$ cat src/hdl/bes_pkg.sv
// ----------------------------------------------------------------------------
// bes_pkg
// Shared types and constants of the ellipse stepper: request kinds,
// multiplier operand selects and the command and status bundles.
// ----------------------------------------------------------------------------
package bes_pkg;

  localparam int unsigned COLOR_BITS = 24;

  localparam logic REQ_START   = 1'b0;
  localparam logic REQ_ADVANCE = 1'b1;

  localparam logic [1:0] LAST_PIXEL = 2'd3;

  typedef enum logic [2:0] {
    MUL_A_SQ = 3'd0,
    MUL_B_SQ = 3'd1,
    MUL_INIT = 3'd2,
    MUL_BX   = 3'd3,
    MUL_AY   = 3'd4
  } mul_sel_t;

  typedef struct packed {
    logic       load;
    logic       mul_en;
    mul_sel_t   mul_sel;
    logic       st_aa;
    logic       st_bb;
    logic       init;
    logic       keep_p1;
    logic       decide;
    logic       update;
    logic       push;
    logic [1:0] push_idx;
    logic       push_done;
  } cmd_t;

  typedef struct packed {
    logic running;
    logic step_done;
    logic out_free;
  } status_t;

endpackage

$ cat src/hdl/bresenham_ellipse_stepper.sv
// ----------------------------------------------------------------------------
// bresenham_ellipse_stepper
// Axis-aligned ellipse rasterizer walking a Bresenham error term; each step
// but the last emits the four mirrored pixels around the center.
//
// Channel   Direction  Content
// in_*      input      tuser: request kind; tdata: center, semi-axes, color
// out_*     output     tuser: pixel flag, done flag; tlast: last of step;
//                      tdata: pixel column, row, color
//
// Per item: after the accept, a start or an advance runs its compute states
// (AA to SET, or BX to UPD) and then makes 4 transfers (1 done transfer on
// the step that ends the walk); an advance while idle skips the compute
// states and makes 1 done transfer. Products come from the one shared
// multiplier; transfers from the single output register. in_tready is high
// only while idle, and a stalled output holds the sequencer in place. Reset
// clears the sequencer, the walk flag and the output valid.
// ----------------------------------------------------------------------------
module bresenham_ellipse_stepper
  import bes_pkg::*;
#(
  parameter int unsigned COORD_BITS = 12,
  parameter int unsigned AXIS_BITS  = 11
) (
  input  logic clk,
  input  logic rst_n,
  input  logic in_tvalid,
  output logic in_tready,
  // [0] req_type
  input  logic in_tuser,
  // center_x, center_y, semi_a, semi_b, color, zero fill
  input  logic [((2*COORD_BITS+2*AXIS_BITS+COLOR_BITS+7)/8)*8-1:0] in_tdata,
  output logic out_tvalid,
  input  logic out_tready,
  output logic out_tlast,
  // [0] pixel_valid, [1] ellipse_done
  output logic [1:0] out_tuser,
  // pixel_x, pixel_y, pixel_color, zero fill
  output logic [((2*(COORD_BITS+2)+COLOR_BITS+7)/8)*8-1:0] out_tdata
);

  localparam int unsigned CY_LO    = COORD_BITS;
  localparam int unsigned SA_LO    = 2 * COORD_BITS;
  localparam int unsigned SB_LO    = SA_LO + AXIS_BITS;
  localparam int unsigned COL_LO   = SB_LO + AXIS_BITS;
  localparam int unsigned P_BITS   = COORD_BITS + 2;
  localparam int unsigned OUT_BITS = ((2 * P_BITS + COLOR_BITS + 7) / 8) * 8;

  cmd_t    cmd;
  status_t status;

  logic [P_BITS-1:0]     pixel_x, pixel_y;
  logic [COLOR_BITS-1:0] pixel_color;
  logic                  pixel_valid, ellipse_done;

  bes_ctrl u_ctrl (
    .clk       (clk),
    .rst_n     (rst_n),
    .in_tvalid (in_tvalid),
    .req_type  (in_tuser),
    .in_tready (in_tready),
    .status    (status),
    .cmd       (cmd)
  );

  bes_datapath #(
    .COORD_BITS (COORD_BITS),
    .AXIS_BITS  (AXIS_BITS)
  ) u_datapath (
    .clk          (clk),
    .rst_n        (rst_n),
    .cmd          (cmd),
    .center_x     (in_tdata[CY_LO-1:0]),
    .center_y     (in_tdata[SA_LO-1:CY_LO]),
    .semi_a       (in_tdata[SB_LO-1:SA_LO]),
    .semi_b       (in_tdata[COL_LO-1:SB_LO]),
    .color        (in_tdata[COL_LO+COLOR_BITS-1:COL_LO]),
    .out_tready   (out_tready),
    .status       (status),
    .out_tvalid   (out_tvalid),
    .pixel_x      (pixel_x),
    .pixel_y      (pixel_y),
    .pixel_color  (pixel_color),
    .pixel_valid  (pixel_valid),
    .last_of_step (out_tlast),
    .ellipse_done (ellipse_done)
  );

  assign out_tuser = {ellipse_done, pixel_valid};
  assign out_tdata = OUT_BITS'({pixel_color, pixel_y, pixel_x});

  a_start_busy: assert property (@(posedge clk) disable iff (!rst_n)
    (in_tvalid && in_tready && in_tuser == REQ_START) |=> !in_tready)
    else $error("start request did not occupy the sequencer");

  a_no_overwrite: assert property (@(posedge clk) disable iff (!rst_n)
    (cmd.push || cmd.push_done) |-> status.out_free)
    else $error("result pushed over a pending transfer");

  a_done_result: assert property (@(posedge clk) disable iff (!rst_n)
    cmd.push_done |=> (out_tvalid && out_tlast && out_tuser[1] && !out_tuser[0]))
    else $error("done result malformed");

  a_pixel_not_done: assert property (@(posedge clk) disable iff (!rst_n)
    (out_tvalid && out_tuser[0]) |-> !out_tuser[1])
    else $error("pixel result flagged as done");

endmodule

$ cat src/hdl/bes_ctrl.sv
// ----------------------------------------------------------------------------
// bes_ctrl
// Sequencer of the ellipse stepper: walks the shared multiplier through the
// start and step products, then pushes the mirrored pixels or a done result.
// ----------------------------------------------------------------------------
module bes_ctrl
  import bes_pkg::*;
(
  input  logic    clk,
  input  logic    rst_n,
  input  logic    in_tvalid,
  input  logic    req_type,
  output logic    in_tready,
  input  status_t status,
  output cmd_t    cmd
);

  typedef enum logic [10:0] {
    ST_IDLE  = 11'b000_0000_0001,
    ST_AA    = 11'b000_0000_0010,
    ST_BB    = 11'b000_0000_0100,
    ST_INIT  = 11'b000_0000_1000,
    ST_SET   = 11'b000_0001_0000,
    ST_BX    = 11'b000_0010_0000,
    ST_AY    = 11'b000_0100_0000,
    ST_DEC   = 11'b000_1000_0000,
    ST_UPD   = 11'b001_0000_0000,
    ST_EMIT  = 11'b010_0000_0000,
    ST_DONE  = 11'b100_0000_0000
  } state_t;

  state_t     state_r, state_nxt;
  logic [1:0] idx_r, idx_nxt;

  always_ff @(posedge clk) begin
    if (!rst_n) begin
      state_r <= ST_IDLE;
      idx_r   <= 2'd0;
    end else begin
      state_r <= state_nxt;
      idx_r   <= idx_nxt;
    end
  end

  assign in_tready = (state_r == ST_IDLE);

  always_comb begin
    state_nxt = state_r;
    idx_nxt   = idx_r;
    cmd       = '0;
    cmd.mul_sel  = MUL_A_SQ;
    cmd.push_idx = idx_r;
    unique case (state_r)
      ST_IDLE: begin
        if (in_tvalid) begin
          if (req_type == REQ_START) begin
            cmd.load  = 1'b1;
            state_nxt = ST_AA;
          end else if (status.running) begin
            state_nxt = ST_BX;
          end else begin
            state_nxt = ST_DONE;
          end
        end
      end
      ST_AA: begin
        cmd.mul_en  = 1'b1;
        cmd.mul_sel = MUL_A_SQ;
        state_nxt   = ST_BB;
      end
      ST_BB: begin
        cmd.mul_en  = 1'b1;
        cmd.mul_sel = MUL_B_SQ;
        cmd.st_aa   = 1'b1;
        state_nxt   = ST_INIT;
      end
      ST_INIT: begin
        cmd.mul_en  = 1'b1;
        cmd.mul_sel = MUL_INIT;
        cmd.st_bb   = 1'b1;
        state_nxt   = ST_SET;
      end
      ST_SET: begin
        cmd.init  = 1'b1;
        state_nxt = ST_EMIT;
      end
      ST_BX: begin
        cmd.mul_en  = 1'b1;
        cmd.mul_sel = MUL_BX;
        state_nxt   = ST_AY;
      end
      ST_AY: begin
        cmd.mul_en  = 1'b1;
        cmd.mul_sel = MUL_AY;
        cmd.keep_p1 = 1'b1;
        state_nxt   = ST_DEC;
      end
      ST_DEC: begin
        cmd.decide = 1'b1;
        state_nxt  = ST_UPD;
      end
      ST_UPD: begin
        cmd.update = 1'b1;
        state_nxt  = status.step_done ? ST_DONE : ST_EMIT;
      end
      ST_EMIT: begin
        if (status.out_free) begin
          cmd.push = 1'b1;
          idx_nxt  = idx_r + 2'd1;
          if (idx_r == LAST_PIXEL) begin
            state_nxt = ST_IDLE;
          end
        end
      end
      ST_DONE: begin
        if (status.out_free) begin
          cmd.push_done = 1'b1;
          state_nxt     = ST_IDLE;
        end
      end
      default: begin
        state_nxt = ST_IDLE;
        idx_nxt   = 2'd0;
      end
    endcase
  end

endmodule

$ cat src/hdl/bes_datapath.sv
// ----------------------------------------------------------------------------
// bes_datapath
// Datapath of the ellipse stepper: shared multiplier, error term, walk
// position, step decision and the registered result stage.
// ----------------------------------------------------------------------------
module bes_datapath
  import bes_pkg::*;
#(
  parameter int unsigned COORD_BITS = 12,
  parameter int unsigned AXIS_BITS  = 11
) (
  input  logic                    clk,
  input  logic                    rst_n,
  input  cmd_t                    cmd,
  input  logic [COORD_BITS-1:0]   center_x,
  input  logic [COORD_BITS-1:0]   center_y,
  input  logic [AXIS_BITS-1:0]    semi_a,
  input  logic [AXIS_BITS-1:0]    semi_b,
  input  logic [COLOR_BITS-1:0]   color,
  input  logic                    out_tready,
  output status_t                 status,
  output logic                    out_tvalid,
  output logic [COORD_BITS+1:0]   pixel_x,
  output logic [COORD_BITS+1:0]   pixel_y,
  output logic [COLOR_BITS-1:0]   pixel_color,
  output logic                    pixel_valid,
  output logic                    last_of_step,
  output logic                    ellipse_done
);

  localparam int unsigned Y_BITS   = (COORD_BITS > AXIS_BITS) ? COORD_BITS : AXIS_BITS;
  localparam int unsigned SQ_BITS  = 2 * AXIS_BITS;
  localparam int unsigned MB_BITS  = Y_BITS + 3;
  localparam int unsigned PR_BITS  = SQ_BITS + 1 + MB_BITS;
  localparam int unsigned E_BITS   = SQ_BITS + Y_BITS + 6;
  localparam int unsigned P_BITS   = COORD_BITS + 2;
  localparam int unsigned SUM_BITS = Y_BITS + 2;
  localparam logic [Y_BITS-1:0] Y_KEEP = Y_BITS'((33'd1 << COORD_BITS) - 33'd1);

  logic [COORD_BITS-1:0]      origin_x_r, origin_y_r;
  logic [COLOR_BITS-1:0]      color_r;
  logic [AXIS_BITS-1:0]       a_r, b_r;
  logic [SQ_BITS-1:0]         aa_r, bb_r;
  logic signed [E_BITS-1:0]   aa10_r, bb5_r;
  logic signed [E_BITS-1:0]   err_r, p1_r;
  logic signed [PR_BITS-1:0]  prod_r;
  logic [COORD_BITS-1:0]      cur_x_r;
  logic [Y_BITS-1:0]          cur_y_r;
  logic                       running_r;
  logic                       ta_neg_r, tb_pos_r;

  logic                       out_valid_r;
  logic [P_BITS-1:0]          out_x_r, out_y_r;
  logic [COLOR_BITS-1:0]      out_color_r;
  logic                       out_pvalid_r, out_last_r, out_done_r;

  logic [SQ_BITS-1:0]         mul_a;
  logic signed [MB_BITS-1:0]  mul_b;
  logic signed [PR_BITS-1:0]  mul_full;

  logic signed [E_BITS-1:0]   p2, ta, tb, d_nxt;
  logic                       d_neg, d_zero, move_x, move_y;
  logic [COORD_BITS-1:0]      x_nxt;
  logic [Y_BITS-1:0]          y_dec;

  logic [SUM_BITS-1:0]        sx_plus, sx_minus, sy_plus, sy_minus;

  always_comb begin
    unique case (cmd.mul_sel)
      MUL_A_SQ: begin
        mul_a = SQ_BITS'(a_r);
        mul_b = MB_BITS'(a_r);
      end
      MUL_B_SQ: begin
        mul_a = SQ_BITS'(b_r);
        mul_b = MB_BITS'(b_r);
      end
      MUL_INIT: begin
        mul_a = aa_r;
        mul_b = MB_BITS'({b_r, 1'b1});
      end
      MUL_BX: begin
        mul_a = bb_r;
        mul_b = MB_BITS'({cur_x_r, 1'b1}) + MB_BITS'(2);
      end
      MUL_AY: begin
        mul_a = aa_r;
        mul_b = MB_BITS'(3) - MB_BITS'({cur_y_r, 1'b0});
      end
      default: begin
        mul_a = '0;
        mul_b = '0;
      end
    endcase
  end

  assign mul_full = $signed({1'b0, mul_a}) * mul_b;

  assign p2     = E_BITS'(prod_r);
  assign ta     = (err_r <<< 1) + aa10_r - (p2 <<< 1);
  assign tb     = (err_r <<< 1) + bb5_r - p1_r;
  assign d_neg  = err_r[E_BITS-1];
  assign d_zero = (err_r == '0);

  always_comb begin
    priority if (d_zero) begin
      move_x = 1'b1;
      move_y = 1'b1;
    end else if (d_neg) begin
      move_x = 1'b1;
      move_y = !ta_neg_r;
    end else begin
      move_x = !tb_pos_r;
      move_y = 1'b1;
    end
  end

  assign d_nxt = err_r + (move_x ? p1_r : '0) + (move_y ? p2 : '0);
  assign x_nxt = cur_x_r + COORD_BITS'(move_x);
  assign y_dec = (cur_y_r - Y_BITS'(1)) & Y_KEEP;

  assign sx_plus  = SUM_BITS'(origin_x_r) + SUM_BITS'(cur_x_r);
  assign sx_minus = SUM_BITS'(origin_x_r) - SUM_BITS'(cur_x_r);
  assign sy_plus  = SUM_BITS'(origin_y_r) + SUM_BITS'(cur_y_r);
  assign sy_minus = SUM_BITS'(origin_y_r) - SUM_BITS'(cur_y_r);

  always_ff @(posedge clk) begin
    if (cmd.load) begin
      origin_x_r <= center_x;
      origin_y_r <= center_y;
      color_r    <= color;
      a_r        <= semi_a;
      b_r        <= semi_b;
    end
    if (cmd.mul_en) begin
      prod_r <= mul_full;
    end
    if (cmd.st_aa) begin
      aa_r <= prod_r[SQ_BITS-1:0];
    end
    if (cmd.st_bb) begin
      bb_r <= prod_r[SQ_BITS-1:0];
    end
    if (cmd.keep_p1) begin
      p1_r <= E_BITS'(prod_r);
    end
    if (cmd.init) begin
      err_r   <= E_BITS'(bb_r) - E_BITS'(prod_r);
      aa10_r  <= (E_BITS'(aa_r) <<< 3) + (E_BITS'(aa_r) <<< 1);
      bb5_r   <= (E_BITS'(bb_r) <<< 2) + E_BITS'(bb_r);
      cur_x_r <= '0;
      cur_y_r <= Y_BITS'(b_r);
    end
    if (cmd.decide) begin
      ta_neg_r <= ta[E_BITS-1];
      tb_pos_r <= !tb[E_BITS-1] && (tb != '0);
    end
    if (cmd.update) begin
      err_r   <= d_nxt;
      cur_x_r <= x_nxt;
      cur_y_r <= status.step_done ? '0 : (move_y ? y_dec : cur_y_r);
    end
    if (cmd.push) begin
      out_x_r      <= cmd.push_idx[0] ? sx_minus[P_BITS-1:0] : sx_plus[P_BITS-1:0];
      out_y_r      <= cmd.push_idx[1] ? sy_minus[P_BITS-1:0] : sy_plus[P_BITS-1:0];
      out_color_r  <= color_r;
      out_pvalid_r <= 1'b1;
      out_last_r   <= (cmd.push_idx == LAST_PIXEL);
      out_done_r   <= 1'b0;
    end else if (cmd.push_done) begin
      out_x_r      <= '0;
      out_y_r      <= '0;
      out_color_r  <= '0;
      out_pvalid_r <= 1'b0;
      out_last_r   <= 1'b1;
      out_done_r   <= 1'b1;
    end
  end

  always_ff @(posedge clk) begin
    if (!rst_n) begin
      running_r   <= 1'b0;
      out_valid_r <= 1'b0;
    end else begin
      if (cmd.init) begin
        running_r <= 1'b1;
      end else if (cmd.update && status.step_done) begin
        running_r <= 1'b0;
      end
      if (cmd.push || cmd.push_done) begin
        out_valid_r <= 1'b1;
      end else if (out_tready) begin
        out_valid_r <= 1'b0;
      end
    end
  end

  assign status.running   = running_r;
  assign status.step_done = move_y && (cur_y_r == '0);
  assign status.out_free  = !out_valid_r || out_tready;

  assign out_tvalid   = out_valid_r;
  assign pixel_x      = out_x_r;
  assign pixel_y      = out_y_r;
  assign pixel_color  = out_color_r;
  assign pixel_valid  = out_pvalid_r;
  assign last_of_step = out_last_r;
  assign ellipse_done = out_done_r;

endmodule
$ cat config.mk
export PLATFORM = sky130hd
export DESIGN_NAME = bresenham_ellipse_stepper
export DESIGN_NICKNAME = d
export VERILOG_FILES = /design/src/hdl/bes_pkg.sv /design/src/hdl/bresenham_ellipse_stepper.sv /design/src/hdl/bes_ctrl.sv /design/src/hdl/bes_datapath.sv
export SDC_FILE = /design/constraint.sdc
export NUM_CORES = 2
export LEC_CHECK = 0
export ABC_AREA = 1
export BUFFER_PORTS_ARGS = -buffer_cell sky130_fd_sc_hd__buf_4
export CORE_ASPECT_RATIO = 1.75
export CORE_MARGIN = 8
export CORE_UTILIZATION = 41
export DETAILED_ROUTE_END_ITERATION = 8
export PLACE_DENSITY = 0.7
export SYNTH_ARGS = -nofsm -noshare
export SYNTH_HDL_FRONTEND = slang
export SYNTH_SLANG_ARGS = --single-unit
$ cat constraint.sdc
create_clock -name clk -period 7 [get_ports clk]
set_clock_uncertainty 0.2 [all_clocks]
set_input_delay 0.35 -clock clk [delete_from_list [all_inputs] [get_ports clk]]
set_output_delay 0.35 -clock clk [all_outputs]
set_load 0.03 [all_outputs]
==> flow_summary.ini <==
[outcome]
status = finished, violations left
violations = negative setup slack

[timing]
setup_violations = 2
hold_slack_ns = 0.120
max_freq_mhz = 142
worstMarginPinSlew_ns = 1.35
finalHoldViolations = 0
rsz0062_at_grt = true
layout_min_cycle_time_ns = 7.02
max_slew_margin_pct = 8.96
drv_slew = 0
final.period_utilization_pct = 100
tns_ns = -0.0351
layout_setup_ws_ns = -0.0192

[final_layout]
area_growth_pct = 19.9
fillers = 9258
drive_above_1_share_pct = 15.4
fin_nets = 6447

[critical_path]
cp-startpoint = u_ctrl.state_r[9]$_SDFFE_PN0P_
crit_top_cell = fa_1
critPathMaxStageDelay_ns = 0.61
cp.buffers_inverters = 9
cp_top_family = adder cells
cp-end-kind = flip-flop
cp_max_fo = 10
crit_slowest_cell = fa_1
reg2reg_slack_ns = -0.02
arrival_ns = 7.13
startpoint_type = flip-flop
worstSetupPathType = reg -> reg
cp_data_required_time_ns = 7.11
r2r-start = u_ctrl.state_r[9]$_SDFFE_PN0P_

[synth]
synth_mux_area_share_pct = 0.0244
ys_warn_count = 0
syn_inst = 5097
syn_area_sq_um = 41100
ys_ff_latch = 376
synth_seq_area_share_pct = 27.1
synthAdderAreaFrac_pct = 29.1
synth_xor_xnor_area_share_pct = 2.81
synth_edf_count = 359
syn_avg_cell_area_sq_um = 8.06
synth_compound_area_share_pct = 9.78
synth_top_family_by_area = adder cells
ys_dominant_reg_cell = edfxtp_1
synth_cell_types = 69
ys_async_sr_fraction_pct = 0
synth-simple-area-share_pct = 18.9

[placement]
numPortBuffers = 131
dp.final_hpwl_um = 116000
place_ws_ns = -0.393
finalWeightedCongestion = 1.02

[global_routing]
grt_max_degree = 71
grt_usage_pct = 24.8
grt_first_pass_wirelength_um = 211000
antenna_found_initial = 1
grt-ovfl-total = 0
grt_pass1_vias = 38600

[die]
rows = 153
die_h_um = 435
die_w_um = 255
io_pins = 138
initial_core_util_pct = 41.4
core_area_sq_um = 99400
dieArea_sq_um = 111000

[drt]
dr.pass1.iters = 6
wire_per_inst_um = 19.9
viasPerCell = 5.17
drt.antenna.violating_nets = 0
drt-total-wl_um = 139000
first_iter_violations = 2072
drc = 0
vias = 36100

[cts]
cts.sinks = 376
cts.path.max_buffers = 3
cts_buffers = 40
root_buffer = clkbuf_16
htreeDepth = 2
cts_tree = yes
clock_latency_ns = 0.60
clkSlewWorstSetupHoldPaths_ns = 0.06

[min_path]
min_from = in_tvalid
hold_path_class = in -> reg

[power]
leakagePower_uw = 0.0250
power_density_nw_per_um2 = 220
power_uw = 10800
vdd_drop_max_v = 0.000437

[run]
max_cap_violations = 0
==> power breakdown <==
group          switching (uW)  internal [uW]
registers                 103           2700
logic                    3240           2580
clock network             974           1210
total                    4320           6490
==> cells by family after synthesis <==
| group | Yosys count |
|---|---|
| AOI/OAI and AO/OA | 680 |
| xor gates and xnor gates | 132 |
| adders and majority gates | 741 |
| buffers and inverters | 1309 |
| DFF | 376 |
| muxes | 1 |
| other | 1 |
| and+or+nand+nor | 1857 |
==> repair_timing <==
| item | CTS | global route |
|---|---|---|
| setup endpoints to repair | 21 | 22 |
| gates resized for setup | 120 | 154 |
| pin swaps | 47 | 88 |
| hold buffers | 73 | 0 |
| buffers inserted | 15 | 17 |
| endpoints found under the hold margin | 81 | 0 |
==> final cells by class <==
| class | count | area (sq um) | share of cell area [%] |
|---|---|---|---|
| multi-input cells | 3415 | 25800 | 52.4 |
| clock inverters | 16 | 171 | 0.348 |
| clock buffers | 52 | 1120 | 2.27 |
| repair buffers | 573 | 4740 | 9.63 |
| inverters | 1223 | 4620 | 9.38 |
| well taps | 1317 | 1650 | 3.35 |
| flip-flops and latches | 376 | 11100 | 22.6 |
| diodes | 1 | 2.50 | 0.00508 |
==> per-stage QoR <==
stage | utilization, % | cell area [sq um] | instances
global placement | 46.3 | 46000 | 6801
CTS | 48.9 | 48600 | 6957
floorplan | - | 41100 | 5100
global route | 49.6 | 49300 | 6973
detailed placement | 46.3 | 46000 | 6801
finish | 49.6 | 49300 | 6973
==> flip-flops by register name, summed over array words and instances (netlist names), 14 cells and up <==
signal / cells
u_datapath.color_r: 24
u_datapath.p1_r: 38
u_datapath.pixel_x: 14
u_datapath.aa10_r: 25
u_datapath.bb_r: 22
u_datapath.bb5_r: 25
u_datapath.err_r: 40
u_datapath.aa_r: 22
u_datapath.pixel_color: 24
u_datapath.prod_r: 38
u_datapath.pixel_y: 14
==> cell usage after synthesis, drive strengths merged (10+ instances only) <==
cell type  instances  area [sq um]
inv             1219          4590
nand2           1112          4230
nor2             417          1610
ha               385          4820
edfxtp           359         10800
fa               356          7130
a21oi            305          1530
o21ai            189           946
nand3            170           876
xor2              97           850
buf               63           388
nand4             46           367
nor3              46           240
xnor2             35           307
a31oi             27           169
o21bai            24           180
clkbuf            23          86.3
a21o              19           144
a22oi             19           244
nor4              18           113
dfxtp             17           340
o21a              15           113
or2               15          93.8
nand3b            14           105
o22ai             14          87.6
o211ai            12          95.1
a21boi            11          82.6
and2              10          62.6
==> placed cells by master (no fill, tap or decap), types with 15 or more instances in the layout <==
| cell type | instances |
|---|---|
| buf_6 | 22 |
| nand2_1 | 1055 |
| a21oi_2 | 20 |
| ha_1 | 369 |
| o21ai_0 | 172 |
| nand4_1 | 39 |
| nor2_1 | 387 |
| inv_1 | 1154 |
| ha_4 | 15 |
| edfxtp_1 | 359 |
| inv_2 | 59 |
| nor3_1 | 38 |
| a31oi_1 | 22 |
| nor4_1 | 18 |
| fa_1 | 342 |
| a21oi_1 | 280 |
| xor2_1 | 95 |
| xnor2_1 | 35 |
| a21o_1 | 17 |
| o21a_1 | 15 |
| nand3_1 | 156 |
| o21bai_1 | 24 |
| dfxtp_1 | 15 |
| nor2_4 | 16 |
| nand2_2 | 51 |
| clkbuf_16 | 42 |
| dlygate4sd3_1 | 73 |
| buf_4 | 464 |
==> routing by layer <==
layer	track usage, %	wire length [um]
met4	22.1	15500
met3	2.55	5350
met1	21.9	42900
met5	0	0
met2	47.9	75100
==> final timing paths <==
check	end	cells past startpoint
max	u_datapath.prod_r[35]$_DFFE_PN_	32
min	u_ctrl.state_r[9]$_SDFFE_PN0P_	4
max reg2reg	u_datapath.prod_r[35]$_DFFE_PN_	32
min reg2reg	u_datapath.pixel_valid$_SDFFE_PP1P_	2
==> tightest hold or removal path: cells and delay by family <==
family          cells  cell delay (ns)
buf+inv             1             0.08
compound gates      3             0.43
Note: power is estimated with default switching activity, not from simulation.
